[config.mk]
export PLATFORM = sky130hd
export DESIGN_NAME = humidity_sensor_pulse_decoder_core
export DESIGN_NICKNAME = d
export VERILOG_FILES = /design/src/rtl/core/hspd_pkg.sv /design/src/rtl/core/humidity_sensor_pulse_decoder_core.sv
export SDC_FILE = /design/constraint.sdc
export NUM_CORES = 1
export LEC_CHECK = 0
export ABC_AREA = 1
export BUFFER_PORTS_ARGS = -buffer_cell sky130_fd_sc_hd__buf_4
export CAP_MARGIN = 30
export CORE_AREA = 8 8 180 139
export DETAILED_ROUTE_END_ITERATION = 6
export DIE_AREA = 0 0 188 147
export PLACE_DENSITY = 0.73
export SLEW_MARGIN = 20
export SYNTH_ARGS = -nofsm -noshare
export SYNTH_HDL_FRONTEND = slang
export SYNTH_SLANG_ARGS = --single-unit
[constraint.sdc]
create_clock -name clk -period 8.9 [get_ports clk]
set_input_delay 1.335 -clock clk [delete_from_list [all_inputs] [get_ports clk]]
set_output_delay 1.335 -clock clk [all_outputs]
set_load 0.03 [all_outputs]
[src/rtl/core/hspd_pkg.sv]
// Shared types, codes and frame decode function for the humidity sensor pulse decoder.
package hspd_pkg;

    localparam int ADDR_W      = 4;
    localparam int DATA_W      = 32;
    localparam int FRAME_W     = 40;
    localparam int COUNT_W     = 6;
    localparam int WIDTH_W     = 16;
    localparam logic [COUNT_W-1:0] LAST_PULSE = COUNT_W'(FRAME_W);
    localparam logic [7:0]         MS_SAT     = 8'hFF;

    typedef enum logic [1:0] {
        FUNC_ARM   = 2'd0,
        FUNC_PULSE = 2'd1,
        FUNC_TICK  = 2'd2
    } func_t;

    typedef enum logic [1:0] {
        ST_OK       = 2'd0,
        ST_SHORT    = 2'd1,
        ST_CHECKSUM = 2'd2,
        ST_TIMEOUT  = 2'd3
    } status_t;

    typedef enum logic [1:0] {
        SENS_T11 = 2'd0,
        SENS_T12 = 2'd1,
        SENS_T21 = 2'd2,
        SENS_T22 = 2'd3
    } sensor_t;

    typedef enum logic [1:0] {
        REG_SENSOR_TYPE = 2'd0,
        REG_BIT_THRESH  = 2'd1,
        REG_START_MIN   = 2'd2,
        REG_TIMEOUT     = 2'd3
    } reg_idx_t;

    typedef struct packed {
        status_t            status;
        logic signed [15:0] temp;
        logic [15:0]        hum;
        logic [FRAME_W-1:0] frame;
    } result_t;

    function automatic result_t decode_frame(
        input logic [1:0]         stype,
        input logic               start_ok,
        input logic [FRAME_W-1:0] frame
    );
        logic [7:0]         b0;
        logic [7:0]         b1;
        logic [7:0]         b2;
        logic [7:0]         b3;
        logic [7:0]         b4;
        logic [7:0]         sum;
        logic [15:0]        tmag;
        logic signed [15:0] temp;
        logic [15:0]        hum;
        result_t            r;
        b0   = frame[39:32];
        b1   = frame[31:24];
        b2   = frame[23:16];
        b3   = frame[15:8];
        b4   = frame[7:0];
        sum  = b0 + b1 + b2 + b3;
        tmag = 16'd0;
        temp = 16'sd0;
        hum  = 16'd0;
        r.status = ST_OK;
        r.frame  = frame;
        case (stype)
            SENS_T11:
            begin
                hum  = {8'd0, b0} * 16'd10 + {8'd0, b1};
                tmag = {8'd0, b2} * 16'd10;
                if (b3[7])
                begin
                    temp = -16'sd10 - $signed(tmag);
                end
                else
                begin
                    temp = $signed(tmag);
                end
                temp = temp + $signed({12'd0, b3[3:0]});
            end
            SENS_T12:
            begin
                hum  = {8'd0, b0} * 16'd10 + {8'd0, b1};
                tmag = {8'd0, b2} * 16'd10 + {12'd0, b3[3:0]};
                temp = b2[7] ? -$signed(tmag) : $signed(tmag);
            end
            default:
            begin
                hum  = {b0, b1};
                tmag = {1'b0, b2[6:0], b3};
                temp = b2[7] ? -$signed(tmag) : $signed(tmag);
            end
        endcase
        if (!start_ok)
        begin
            r.status = ST_SHORT;
            r.temp   = 16'sd0;
            r.hum    = 16'd0;
        end
        else if (sum != b4)
        begin
            r.status = ST_CHECKSUM;
            r.temp   = 16'sd0;
            r.hum    = 16'd0;
        end
        else
        begin
            r.temp = temp;
            r.hum  = hum;
        end
        return r;
    endfunction

endpackage

[src/rtl/core/humidity_sensor_pulse_decoder_core.sv]
// Top level of the humidity sensor pulse decoder: input register, decode step, result register.
//
//  Channel   Handshake           Payload
//  ------    ------------------  ------------------------------------------------
//  input     in_valid/in_stall   func, pulse_width_us
//  output    out_valid/out_stall status, temperature_tenths, humidity_tenths,
//                                raw_frame
//  config    APB write/read      sensor_type, bit_threshold_us, start_min_us,
//                                timeout_ms at byte addresses 0, 4, 8, 12
//
//  One transfer per cycle in while in_stall is low.
//  The decode step (shift, checksum, per-type formula) sits between the input
//  register and the result register. Reset clears all control state and
//  loads the register defaults. A held result only stalls an item that itself
//  yields a result; other items pass through and update state.
module humidity_sensor_pulse_decoder_core (
    input  logic                        clk,
    input  logic                        rst_n,
    input  logic                        in_valid,
    output logic                        in_stall,
    input  logic [1:0]                  func,
    input  logic [15:0]                 pulse_width_us,
    output logic                        out_valid,
    input  logic                        out_stall,
    output logic [1:0]                  status,
    output logic signed [15:0]          temperature_tenths,
    output logic [15:0]                 humidity_tenths,
    output logic [39:0]                 raw_frame,
    input  logic                        psel,
    input  logic                        penable,
    input  logic                        pwrite,
    input  logic [hspd_pkg::ADDR_W-1:0] paddr,
    input  logic [hspd_pkg::DATA_W-1:0] pwdata,
    output logic [hspd_pkg::DATA_W-1:0] prdata,
    output logic                        pready
);
    import hspd_pkg::*;

    logic [1:0]         sensor_type_reg;
    logic [7:0]         bit_thresh_reg;
    logic [7:0]         start_min_reg;
    logic [7:0]         timeout_reg;

    logic               s1_valid_reg;
    logic [1:0]         s1_func_reg;
    logic [WIDTH_W-1:0] s1_width_reg;

    logic               armed_reg;
    logic               armed_next;
    logic [COUNT_W-1:0] count_reg;
    logic [COUNT_W-1:0] count_next;
    logic               start_ok_reg;
    logic               start_ok_next;
    logic [FRAME_W-1:0] shift_reg;
    logic [FRAME_W-1:0] shift_next;
    logic [7:0]         elapsed_reg;
    logic [7:0]         elapsed_next;

    logic               out_valid_reg;
    logic               out_valid_next;
    result_t            out_reg;
    result_t            res_next;

    logic               has_result;
    logic               out_free;
    logic               s1_fire;
    logic               in_accept;
    logic               cfg_write;

    assign pready    = 1'b1;
    assign cfg_write = psel && penable && pwrite;

    always_ff @(posedge clk or negedge rst_n)
    begin
        if (!rst_n)
        begin
            sensor_type_reg <= SENS_T22;
            bit_thresh_reg  <= 8'd40;
            start_min_reg   <= 8'd40;
            timeout_reg     <= 8'd20;
        end
        else if (cfg_write)
        begin
            case (paddr[3:2])
                REG_SENSOR_TYPE: sensor_type_reg <= pwdata[1:0];
                REG_BIT_THRESH:  bit_thresh_reg  <= pwdata[7:0];
                REG_START_MIN:   start_min_reg   <= pwdata[7:0];
                REG_TIMEOUT:     timeout_reg     <= pwdata[7:0];
                default:         ;
            endcase
        end
    end

    always_comb
    begin
        case (paddr[3:2])
            REG_SENSOR_TYPE: prdata = {30'd0, sensor_type_reg};
            REG_BIT_THRESH:  prdata = {24'd0, bit_thresh_reg};
            REG_START_MIN:   prdata = {24'd0, start_min_reg};
            REG_TIMEOUT:     prdata = {24'd0, timeout_reg};
            default:         prdata = '0;
        endcase
    end

    // decode step: next state and result of the item in the input register
    always_comb
    begin
        armed_next    = armed_reg;
        count_next    = count_reg;
        start_ok_next = start_ok_reg;
        shift_next    = shift_reg;
        elapsed_next  = elapsed_reg;
        has_result    = 1'b0;
        res_next      = '{status: ST_TIMEOUT, temp: 16'sd0, hum: 16'd0, frame: '0};
        case (s1_func_reg)
            FUNC_ARM:
            begin
                armed_next    = 1'b1;
                count_next    = '0;
                start_ok_next = 1'b0;
                shift_next    = '0;
                elapsed_next  = 8'd0;
            end
            FUNC_PULSE:
            begin
                if (armed_reg)
                begin
                    if (count_reg == '0)
                    begin
                        start_ok_next = s1_width_reg >= {8'd0, start_min_reg};
                    end
                    else
                    begin
                        shift_next = {shift_reg[FRAME_W-2:0],
                                      s1_width_reg > {8'd0, bit_thresh_reg}};
                    end
                    count_next = count_reg + 1'b1;
                    if (count_reg == LAST_PULSE)
                    begin
                        armed_next = 1'b0;
                        count_next = '0;
                        has_result = 1'b1;
                        res_next   = decode_frame(sensor_type_reg, start_ok_next, shift_next);
                    end
                end
            end
            FUNC_TICK:
            begin
                if (armed_reg)
                begin
                    if (elapsed_reg != MS_SAT)
                    begin
                        elapsed_next = elapsed_reg + 8'd1;
                    end
                    if (elapsed_next >= timeout_reg)
                    begin
                        armed_next = 1'b0;
                        count_next = '0;
                        has_result = 1'b1;
                    end
                end
            end
            default: ;
        endcase
    end

    assign out_free       = !out_valid_reg || !out_stall;
    assign s1_fire        = s1_valid_reg && (!has_result || out_free);
    assign in_stall       = s1_valid_reg && !s1_fire;
    assign in_accept      = in_valid && !in_stall;
    assign out_valid_next = (s1_fire && has_result) || (out_valid_reg && out_stall);

    always_ff @(posedge clk or negedge rst_n)
    begin
        if (!rst_n)
        begin
            s1_valid_reg  <= 1'b0;
            armed_reg     <= 1'b0;
            count_reg     <= '0;
            start_ok_reg  <= 1'b0;
            shift_reg     <= '0;
            elapsed_reg   <= 8'd0;
            out_valid_reg <= 1'b0;
        end
        else
        begin
            s1_valid_reg  <= in_accept || (s1_valid_reg && !s1_fire);
            out_valid_reg <= out_valid_next;
            if (s1_fire)
            begin
                armed_reg    <= armed_next;
                count_reg    <= count_next;
                start_ok_reg <= start_ok_next;
                shift_reg    <= shift_next;
                elapsed_reg  <= elapsed_next;
            end
        end
    end

    always_ff @(posedge clk)
    begin
        if (in_accept)
        begin
            s1_func_reg  <= func;
            s1_width_reg <= pulse_width_us;
        end
        if (s1_fire && has_result)
        begin
            out_reg <= res_next;
        end
    end

    assign out_valid          = out_valid_reg;
    assign status             = out_reg.status;
    assign temperature_tenths = out_reg.temp;
    assign humidity_tenths    = out_reg.hum;
    assign raw_frame          = out_reg.frame;

    a_count_range: assert property (@(posedge clk) disable iff (!rst_n)
        count_reg <= LAST_PULSE)
        else $error("pulse count beyond frame length");

    a_idle_count: assert property (@(posedge clk) disable iff (!rst_n)
        !armed_reg |-> count_reg == '0)
        else $error("pulse count non-zero while not armed");

    a_timeout_frame: assert property (@(posedge clk) disable iff (!rst_n)
        out_valid_reg && out_reg.status == ST_TIMEOUT |-> out_reg.frame == '0)
        else $error("timeout result carries frame bits");

    a_result_source: assert property (@(posedge clk) disable iff (!rst_n)
        $rose(out_valid_reg) |-> $past(s1_fire && has_result))
        else $error("result register loaded without a decoded item");

endmodule

==> flow_metrics.tcl, run 1 <==
set metrics [dict create \
    finalSetupViolCount 0 \
    cp-end-kind "flop" \
    grt.busiest_layer "met1" \
    multi_input_area_um2 6005 \
    grt_pass1_wl_mm 49.98 \
    nFillCells 1987 \
    antenna_left 0 \
    core-area_um2 22400 \
    yosysTopAreaCellShare_pct 23.08 \
    ys.flop_type "edfxtp_1" \
    start_util_pct 53.44 \
    synth_adder_area_share_pct 10.72 \
    min_period_over_period_pct 64.60 \
    slew_headroom_pct 40.88 \
    numCtsBuffers 17 \
    fmax_mhz 173.9 \
    drv_cap 0 \
    num_rows 48 \
    drive_gt1_share_pct 14.13 \
    wl_per_cell_um 15.82 \
    cp_slowest_cell "fa_1" \
    grt.met3_usage_pct 5.779 \
    synth_compound_area_share_pct 12.45 \
    fin_worst_skew_ns 0.01798 \
    path_max_fanout 44 \
    grt_antenna_before_repair 0 \
    cts_root_buffer "clkbuf_16" \
    die_h_um 147 \
    fin_setup_tns_ns 0 \
    synth.most_common_cell "nand2_1" \
    post-cts-setup-buffer-count 0 \
    netlist_area_um2 11970 \
    met2_usage_pct 32.17 \
    worstSetupPathType "flop to flop" \
    io-pin-count 170 \
    powerDensity_nw_per_um2 180.6 \
    yosys.area.top_type "edfxtp_1" \
    post-dp-hpwl_mm 23.27 \
    dp_cells 1903 \
    status "complete, no violations" \
    grt_max_degree 83 \
    place.gp.congestion 0.9413 \
    arrival_ns 5.99 \
    yosys-top-cells-area "edfxtp_1, dfrtp_1, nand2_1" \
    viasPerCell 5.330 \
    clkSlewWorstSetupHoldPaths_ns 0.08 \
    async_flop_share_pct 47.73 \
    path_common_cell "inv_1" \
    clkLatencyLatePin_ns 0.44 \
    cts_htree_levels 4 \
    n_antenna_cell 0 \
    slowest_delay_ns 0.57 \
    ys_seq_area_share_pct 40.72 \
    wl_mm 30.61 \
    min_period_ns 5.750 \
    timing_hold_violations_final 0 \
    synth.ff_latch_count 176 \
    nets 1776 \
    cts_resized 0 \
    routed-via-count 10310 \
    cts_tree "built" \
    use_met1_pct 32.73 \
    worstSetupStartpointType "flop" \
    dieArea_um2 27640 \
    yosys.area_share.simple_pct 24.60 \
    gr-total-overflow 0 \
    worstPathRequired_ns 9.14 \
    hold_path_class "flop to flop" \
    clk_path_buf_depth 2 \
    grtUsageTotal_pct 22.22 \
    grt_pass1_vias 9723 \
    synth.distinct_cells 46 \
    synthMuxAreaShare_pct 0 \
    ys_top_cells_by_count "nand2_1, inv_1, nor2_1" \
    fin_cells 1935 \
    synth_edf_count 92 \
    drt_first_pass_iters 6 \
    rsz0062_at_grt "false" \
    yosys_warnings 0 \
    syn_to_final_growth_pct 13.58 \
    syn_inst 1522 \
    synth_top_family_by_area "simple AND/OR/NAND/NOR gates" \
    drt-initial-drc-count 1033 \
    hold_buffers 0 \
    io_buffer_count 118 \
    slew_viol_final 0 \
    synth-xor-area-share_pct 1.536 \
    clkSinkCount 176 \
    die_w_um 188 \
    syn_avg_cell_area_um2 7.866 \
    irDropWorstVdd_v 0.00009551 \
    seqCellArea_um2 4875 \
    total_leakage_power_nw 6.329 \
    worst_pin_slew_ns 0.8776 \
    drc_errors 0 \
    r2r_setup_slack_ns 3.15 \
]
## worst max-delay path, delay by kind of cell (launching register included)
kind	cells	cell delay, ns
AO/OA/AOI/OAI	2	0.58
buffers and inverters	7	1.29
AND/OR/NAND/NOR	10	1.17
adder cells (fa/ha/maj)	5	1.82
flip-flops	1	0.37
XOR/XNOR	1	0.28
## through the flow
stage | power, mW | utilization [%] | worst slack [ns] | instance area (um2) | hold WS, ns
6_report | 2.456 | 60.70 | 3.150 | 13600 | 0.4887
5_1_grt | 2.598 | 60.70 | 2.661 | 13600 | 0.5118
4_1_cts | 2.458 | 60.70 | 3.167 | 13600 | 0.4928
3_5_place_dp | 1.696 | 57.95 | 3.219 | 12980 | 0.4739
3_3_place_gp | 1.677 | 57.95 | 3.365 | 12980 | 0.4647
2_1_floorplan | 1.519 | - | 2.469 | 12060 | 0.4457
## routing by layer
layer	routed length, um	vias up
met1	14640	4758
met3	2715	34
met5	0	-
met2	12880	395
met4	373	0
li1	-	5126
## logic make-up (layout without fill, tap and decap cells)
group                    Yosys count  count (layout)
AO/OA/AOI/OAI                    265             265
XOR/XNOR                          21              21
adder cells (fa/ha/maj)           93              93
buffers and inverters            273             363
flip-flops                       176             176
other                              2              25
AND/OR/NAND/NOR                  692             692
## cells in the final DEF, fill, tap and decap left out, types with 16 or more instances in the layout
cell type	instances
inv_1	197
dfrtp_1	76
edfxtp_1	92
nand4_1	18
nand3_1	75
conb_1	25
nor2_1	136
a21oi_1	84
fa_1	16
ha_1	77
nand2_1	403
o21ai_0	120
buf_4	129
clkbuf_16	18
## final timing paths
kind                                           start  cells past startpoint                          endpoint
max                         count_reg[0]$_DFFE_PN0P_                     25  humidity_tenths[3]$_SDFFCE_PP0P_
min                        shift_reg[11]$_DFFE_PN0P_                      2         shift_reg[11]$_DFFE_PN0P_
max reg2reg                 count_reg[0]$_DFFE_PN0P_                     25  humidity_tenths[3]$_SDFFCE_PP0P_
min reg2reg                shift_reg[11]$_DFFE_PN0P_                      2         shift_reg[11]$_DFFE_PN0P_
max in group asynchronous                      rst_n                      2         shift_reg[27]$_DFFE_PN0P_
min in group asynchronous                      rst_n                      1        elapsed_reg[6]$_DFFE_PN0P_
## report_power, final
group | total (mW) | switching [mW] | leakage (nW) | internal (mW)
Sequential | 0.965 | 0.0499 | 1.95 | 0.915
Combinational | 0.730 | 0.502 | 4.08 | 0.228
Clock | 0.761 | 0.365 | 0.303 | 0.396
## layout make-up
| type | instances | area share (%) |
|---|---|---|
| multi-input combinational | 1096 | 44.16 |
| sequential | 176 | 35.85 |
| timing repair buffer | 129 | 7.122 |
| inverter | 202 | 5.577 |
| clock buffer | 18 | 3.313 |
| tap | 300 | 2.761 |
| clock inverter | 14 | 1.215 |
Power figures use the tool's default switching activity.
==> run 2, diff against run 1 <==
- clock period: 8.9 -> 5.8 ns (I/O delays scaled with it)
==> flow_metrics.tcl, run 2 (synthesis results as in run 1) <==
set metrics [dict create \
    status "complete, no violations" \
    viasPerCell 5.397 \
    min_period_ns 5.280 \
    path_cells "inv_1 -> ha_1 -> nand3_2 -> buf_4 -> o21ai_0 -> inv_1 -> fa_1 -> fa_1 -> inv_1 -> ha_1 -> a21oi_1 -> nand2_1 -> or2_2 -> nand2_1 -> nand2_1 -> nand2_1 -> nand2_1 -> nor2_1 -> nand3_2 -> nor2_4 -> nand3b_4 -> a31oi_1" \
    clk_path_buf_depth 2 \
    numCtsBuffers 17 \
    die_w_um 188 \
    r2r_setup_slack_ns 0.52 \
    grt.busiest_layer "met1" \
    total_leakage_power_nw 6.352 \
    cp-end-kind "flop" \
    io-pin-count 170 \
    place.gp.congestion 0.9099 \
    clkLatencyLatePin_ns 0.43 \
    clkSinkCount 176 \
    cp_slowest_cell "fa_1" \
    rsz0062_at_grt "false" \
    grt_pass1_wl_mm 51.30 \
    min_period_over_period_pct 91.04 \
    drive_gt1_share_pct 14.44 \
    cp-endpoint "temperature_tenths[8]$_SDFFCE_PP0P_" \
    irDropWorstVdd_v 0.0001820 \
    nets 1782 \
    cts_tree "built" \
    antenna_left 0 \
    drc_errors 0 \
    slew_viol_final 0 \
    worst_pin_slew_ns 0.9164 \
    cp_num_cells 22 \
    final_cell_mix "nand2_1, inv_1, nor2_1" \
    cts_root_buffer "clkbuf_16" \
    use_met1_pct 33.81 \
    rr_endpoint "temperature_tenths[8]$_SDFFCE_PP0P_" \
    crit_family "adder cells" \
    cts_htree_levels 4 \
    fmax_mhz 189.4 \
    startpoint "count_reg[0]$_DFFE_PN0P_" \
    met2_usage_pct 33.50 \
    clkSlewWorstSetupHoldPaths_ns 0.08 \
    timing_hold_violations_final 0 \
    worstSetupPathType "flop to flop" \
    grtUsageTotal_pct 22.66 \
    powerDensity_nw_per_um2 276.5 \
    slew_headroom_pct 38.26 \
    fin_worst_skew_ns 0.01331 \
    worstSetupStartpointType "flop" \
    wl_mm 31.42 \
    gr-total-overflow 0 \
    grt.met3_usage_pct 4.690 \
    worstPathRequired_ns 6.05 \
    path_common_cell "nand2_1" \
    hold_path_class "primary input to async pin" \
    n_antenna_cell 0 \
    cts_resized 0 \
    drv_cap 0 \
    wl_per_cell_um 16.19 \
    post-cts-setup-buffer-count 0 \
    r2r_cells 22 \
    die_h_um 147 \
    final_common_cell "nand2_1" \
    post-dp-hpwl_mm 23.91 \
    grt_antenna_before_repair 0 \
    routed-via-count 10480 \
    path_max_fanout 24 \
    r2r-start "count_reg[0]$_DFFE_PN0P_" \
    num_rows 48 \
    slowest_delay_ns 0.51 \
    finalSetupViolCount 0 \
    power_mw 3.767 \
    start_util_pct 53.44 \
    core-area_um2 22400 \
    hold_buffers 0 \
    syn_to_final_growth_pct 13.83 \
    drt_first_pass_iters 5 \
    fin_setup_tns_ns 0 \
    drt-initial-drc-count 1429 \
    io_buffer_count 118 \
    grt_pass1_vias 9921 \
    grt_max_degree 57 \
    arrival_ns 5.53 \
    dieArea_um2 27640 \
    crit_buf_inv 4 \
]
==> run 2: cell types whose count changed in the layout (fill, tap and decap cells not counted), sizes merged <==
cell	delta
inv	+1
buf	+5
==> run 2: final cells by class <==
| type | count | area (um2) |
|---|---|---|
| Sequential cell | 176 | 4875 |
| Timing Repair Buffer | 135 | 1018 |
| Fill cell | 1961 | 8775 |
| Multi-Input combinational cell | 1096 | 6005 |
| Inverter | 202 | 758.2 |
| Clock buffer | 17 | 425.4 |
| Clock inverter | 15 | 170.2 |
| Tap cell | 300 | 375.4 |
==> run 2: how the worst min path moves through the flow <==
stage,cells after the start,endpoint,slack [ns],start
floorplan,2,start_ok_reg$_DFFE_PN0P_,0.45,start_ok_reg$_DFFE_PN0P_
global placement,2,start_ok_reg$_DFFE_PN0P_,0.46,start_ok_reg$_DFFE_PN0P_
detailed placement,2,shift_reg[8]$_DFFE_PN0P_,0.47,shift_reg[8]$_DFFE_PN0P_
CTS,1,elapsed_reg[6]$_DFFE_PN0P_,0.39,rst_n
global route,1,elapsed_reg[6]$_DFFE_PN0P_,0.41,rst_n
finish,1,elapsed_reg[5]$_DFFE_PN0P_,0.38,rst_n
==> run 2: stage by stage <==
step | setup WS [ns] | utilization, % | instance area [um2] | hold slack (ns) | instances
final | 0.5197 | 60.83 | 13630 | 0.3777 | 1941
after global routing | 0.1115 | 60.83 | 13630 | 0.4054 | 1941
after global placement | 0.6103 | 58.10 | 13020 | 0.4605 | 1906
after CTS | 0.4948 | 60.76 | 13610 | 0.3906 | 1938
after floorplan | 0.5830 | - | 12060 | 0.4457 | 1545
after detailed placement | 0.5162 | 58.10 | 13020 | 0.4738 | 1906
==> run 2: worst reg2reg max path, stage by stage, from the launching register on <==
cell      delay, ns
dfrtp_1        0.40
inv_1          0.10
ha_1           0.20
nand3_2        0.28
buf_4          0.30
o21ai_0        0.46
inv_1          0.20
fa_1           0.51
fa_1           0.51
inv_1          0.04
ha_1           0.36
a21oi_1        0.20
nand2_1        0.09
or2_2          0.29
nand2_1        0.06
nand2_1        0.04
nand2_1        0.05
nand2_1        0.06
nor2_1         0.11
nand3_2        0.09
nor2_4         0.13
nand3b_4       0.29
a31oi_1        0.33
==> run 2: power by group <==
part | switching [mW] | leakage (nW) | internal, mW
Combinational | 0.779 | 4.11 | 0.357
Sequential | 0.0798 | 1.95 | 1.40
Clock | 0.566 | 0.293 | 0.582
==> run 2: routing by layer <==
metal | routed length (um) | vias to the layer above
li1 | - | 5144
met1 | 14920 | 4890
met2 | 13410 | 422
met3 | 2811 | 20
met4 | 274 | 0
met5 | 0 | -
==> run 3, diff against run 2 <==
- CELL_PAD_IN_SITES_DETAIL_PLACEMENT: not set -> 1
- CELL_PAD_IN_SITES_GLOBAL_PLACEMENT: not set -> 1
- CORE_AREA: 8 8 180 139 -> 8 8 202 156
- DIE_AREA: 0 0 188 147 -> 0 0 210 164
- PLACE_DENSITY: 0.73 -> 0.77
==> flow_metrics.tcl, run 3 (synthesis results as in run 1) <==
set metrics [dict create \
    status "complete, no violations" \
    post-cts-setup-buffer-count 0 \
    dieArea_um2 34440 \
    power.internal_mw 2.387 \
    cts_htree_levels 4 \
    n_antenna_cell 0 \
    antenna_left 0 \
    viasPerCell 5.177 \
    syn_to_final_growth_pct 15.31 \
    cts_resized 0 \
    fin_worst_skew_ns 0.01707 \
    worstPathRequired_ns 6.05 \
    drt-initial-drc-count 804 \
    clkSinkCount 176 \
    p_switching_mw 1.424 \
    path_max_fanout 24 \
    worstSetupStartpointType "flop" \
    io_buffer_count 118 \
    drc_errors 0 \
    fmax_mhz 187.3 \
    drive_gt1_share_pct 14.83 \
    hold_path_class "primary input to async pin" \
    final_common_cell "nand2_1" \
    nets 1793 \
    hold_buffers 0 \
    holdWs_ns 0.3202 \
    timing_hold_violations_final 0 \
    slew_viol_final 0 \
    grt_antenna_before_repair 0 \
    num_rows 54 \
    slew_headroom_pct 46.73 \
    final_cell_mix "nand2_1, inv_1, buf_4" \
    fin_setup_tns_ns 0 \
    clk_path_buf_depth 2 \
    drv_cap 0 \
    gr-total-overflow 0 \
    seq_power_share_pct 39.0 \
    wl_per_cell_um 18.18 \
    grt_pass1_vias 10890 \
    arrival_ns 5.59 \
    grtUsageTotal_pct 21.87 \
    grt_pass1_wl_mm 59.42 \
    clkLatencyLatePin_ns 0.45 \
    core-area_um2 28440 \
    post-dp-hpwl_mm 28.71 \
    place.gp.congestion 0.9070 \
    wl_mm 37.15 \
    routed-via-count 10580 \
    p_clk_share_pct 29.9 \
    cts_root_buffer "clkbuf_16" \
    powerDensity_nw_per_um2 276.1 \
    drt_first_pass_iters 5 \
    rsz0062_at_grt "false" \
    total_leakage_power_nw 6.398 \
    clkSlewWorstSetupHoldPaths_ns 0.07 \
    cp-end-kind "flop" \
    swShare_pct 37.36 \
    io-pin-count 170 \
    die_h_um 164 \
    cts_tree "built" \
    numCtsBuffers 17 \
    min_period_over_period_pct 92.04 \
    worstSetupPathType "flop to flop" \
    grt_max_degree 61 \
    die_w_um 210 \
    worst_pin_slew_ns 0.7982 \
    start_util_pct 42.09 \
    finalSetupViolCount 0 \
    irDropWorstVdd_v 0.0002273 \
    min_period_ns 5.338 \
    comb_power_share_pct 31.1 \
]
==> run 3: final timing paths <==
path | start | slack (ns) | to | cells after the start
worst min-delay path | rst_n | 0.32 | elapsed_reg[3]$_DFFE_PN0P_ | 1
worst max-delay path | count_reg[0]$_DFFE_PN0P_ | 0.46 | temperature_tenths[5]$_SDFFCE_PP0P_ | 25
worst max register to register | count_reg[0]$_DFFE_PN0P_ | 0.46 | temperature_tenths[5]$_SDFFCE_PP0P_ | 25
max in group asynchronous | rst_n | 4.35 | shift_reg[36]$_DFFE_PN0P_ | 2
worst min register to register | bit_thresh_reg[6]$_DFFE_PN0P_ | 0.49 | bit_thresh_reg[6]$_DFFE_PN0P_ | 2
min in group clk | bit_thresh_reg[6]$_DFFE_PN0P_ | 0.49 | bit_thresh_reg[6]$_DFFE_PN0P_ | 2
==> run 3: layer usage <==
layer	GRT usage, %	vias to the layer above	share of wire, %	wire, um
li1	-	5161	-	-
met1	31.25	5114	50	18570
met2	33.12	264	43	15870
met3	4.901	42	6.0	2214
met4	5.531	0	1.3	494
met5	0	-	0	0
==> run 3: area by class of cell <==
| type | instances | area [um2] |
|---|---|---|
| Tap cell | 392 | 490.5 |
| Timing Repair Buffer | 146 | 1109 |
| Clock inverter | 9 | 67.56 |
| Multi-Input combinational cell | 1096 | 6005 |
| Fill cell | 3534 | 14640 |
| Sequential cell | 176 | 4875 |
| Inverter | 202 | 758.2 |
| Clock buffer | 23 | 500.5 |
==> run 3: per-stage QoR <==
| step | total power, mW | std cells | setup slack, ns | instance area [um2] | utilization (%) |
|---|---|---|---|---|---|
| floorplan | 2.331 | 1545 | 0.5830 | 12060 | - |
| global placement | 2.622 | 2012 | 0.6120 | 13240 | 46.53 |
| detailed placement | 2.675 | 2012 | 0.5256 | 13240 | 46.53 |
| CTS | 3.825 | 2044 | 0.4864 | 13800 | 48.53 |
| global route | 4.031 | 2044 | 0.05015 | 13800 | 48.53 |
| finish | 3.811 | 2044 | 0.4619 | 13800 | 48.53 |
==> run 3: worst max-delay path: stages, from the launching register on <==
cell      delay [ns]
dfrtp_1         0.40
inv_1           0.11
ha_1            0.22
nand3_2         0.38
buf_4           0.36
buf_4           0.21
nand2_1         0.07
o21ai_1         0.15
fa_1            0.42
inv_1           0.08
fa_1            0.41
inv_1           0.07
ha_1            0.18
inv_1           0.06
fa_1            0.40
xor2_1          0.24
inv_1           0.07
nand2_1         0.06
nand2_1         0.05
nor2_1          0.08
nand2_1         0.06
nor2_1          0.13
nand3_2         0.10
nor2_4          0.13
nand3b_4        0.30
a31oi_1         0.37
==> run 3: power by group through the flow <==
| stage | Clock [mW] | Combinational (mW) | Sequential (mW) |
|---|---|---|---|
| 4_1_cts | 1.16 | 1.18 | 1.49 |
| 3_3_place_gp | 0 | 1.12 | 1.50 |
| 6_report | 1.14 | 1.18 | 1.49 |
| 2_1_floorplan | 0 | 0.842 | 1.49 |
| 3_5_place_dp | 0 | 1.17 | 1.51 |
| 5_1_grt | 1.20 | 1.33 | 1.50 |
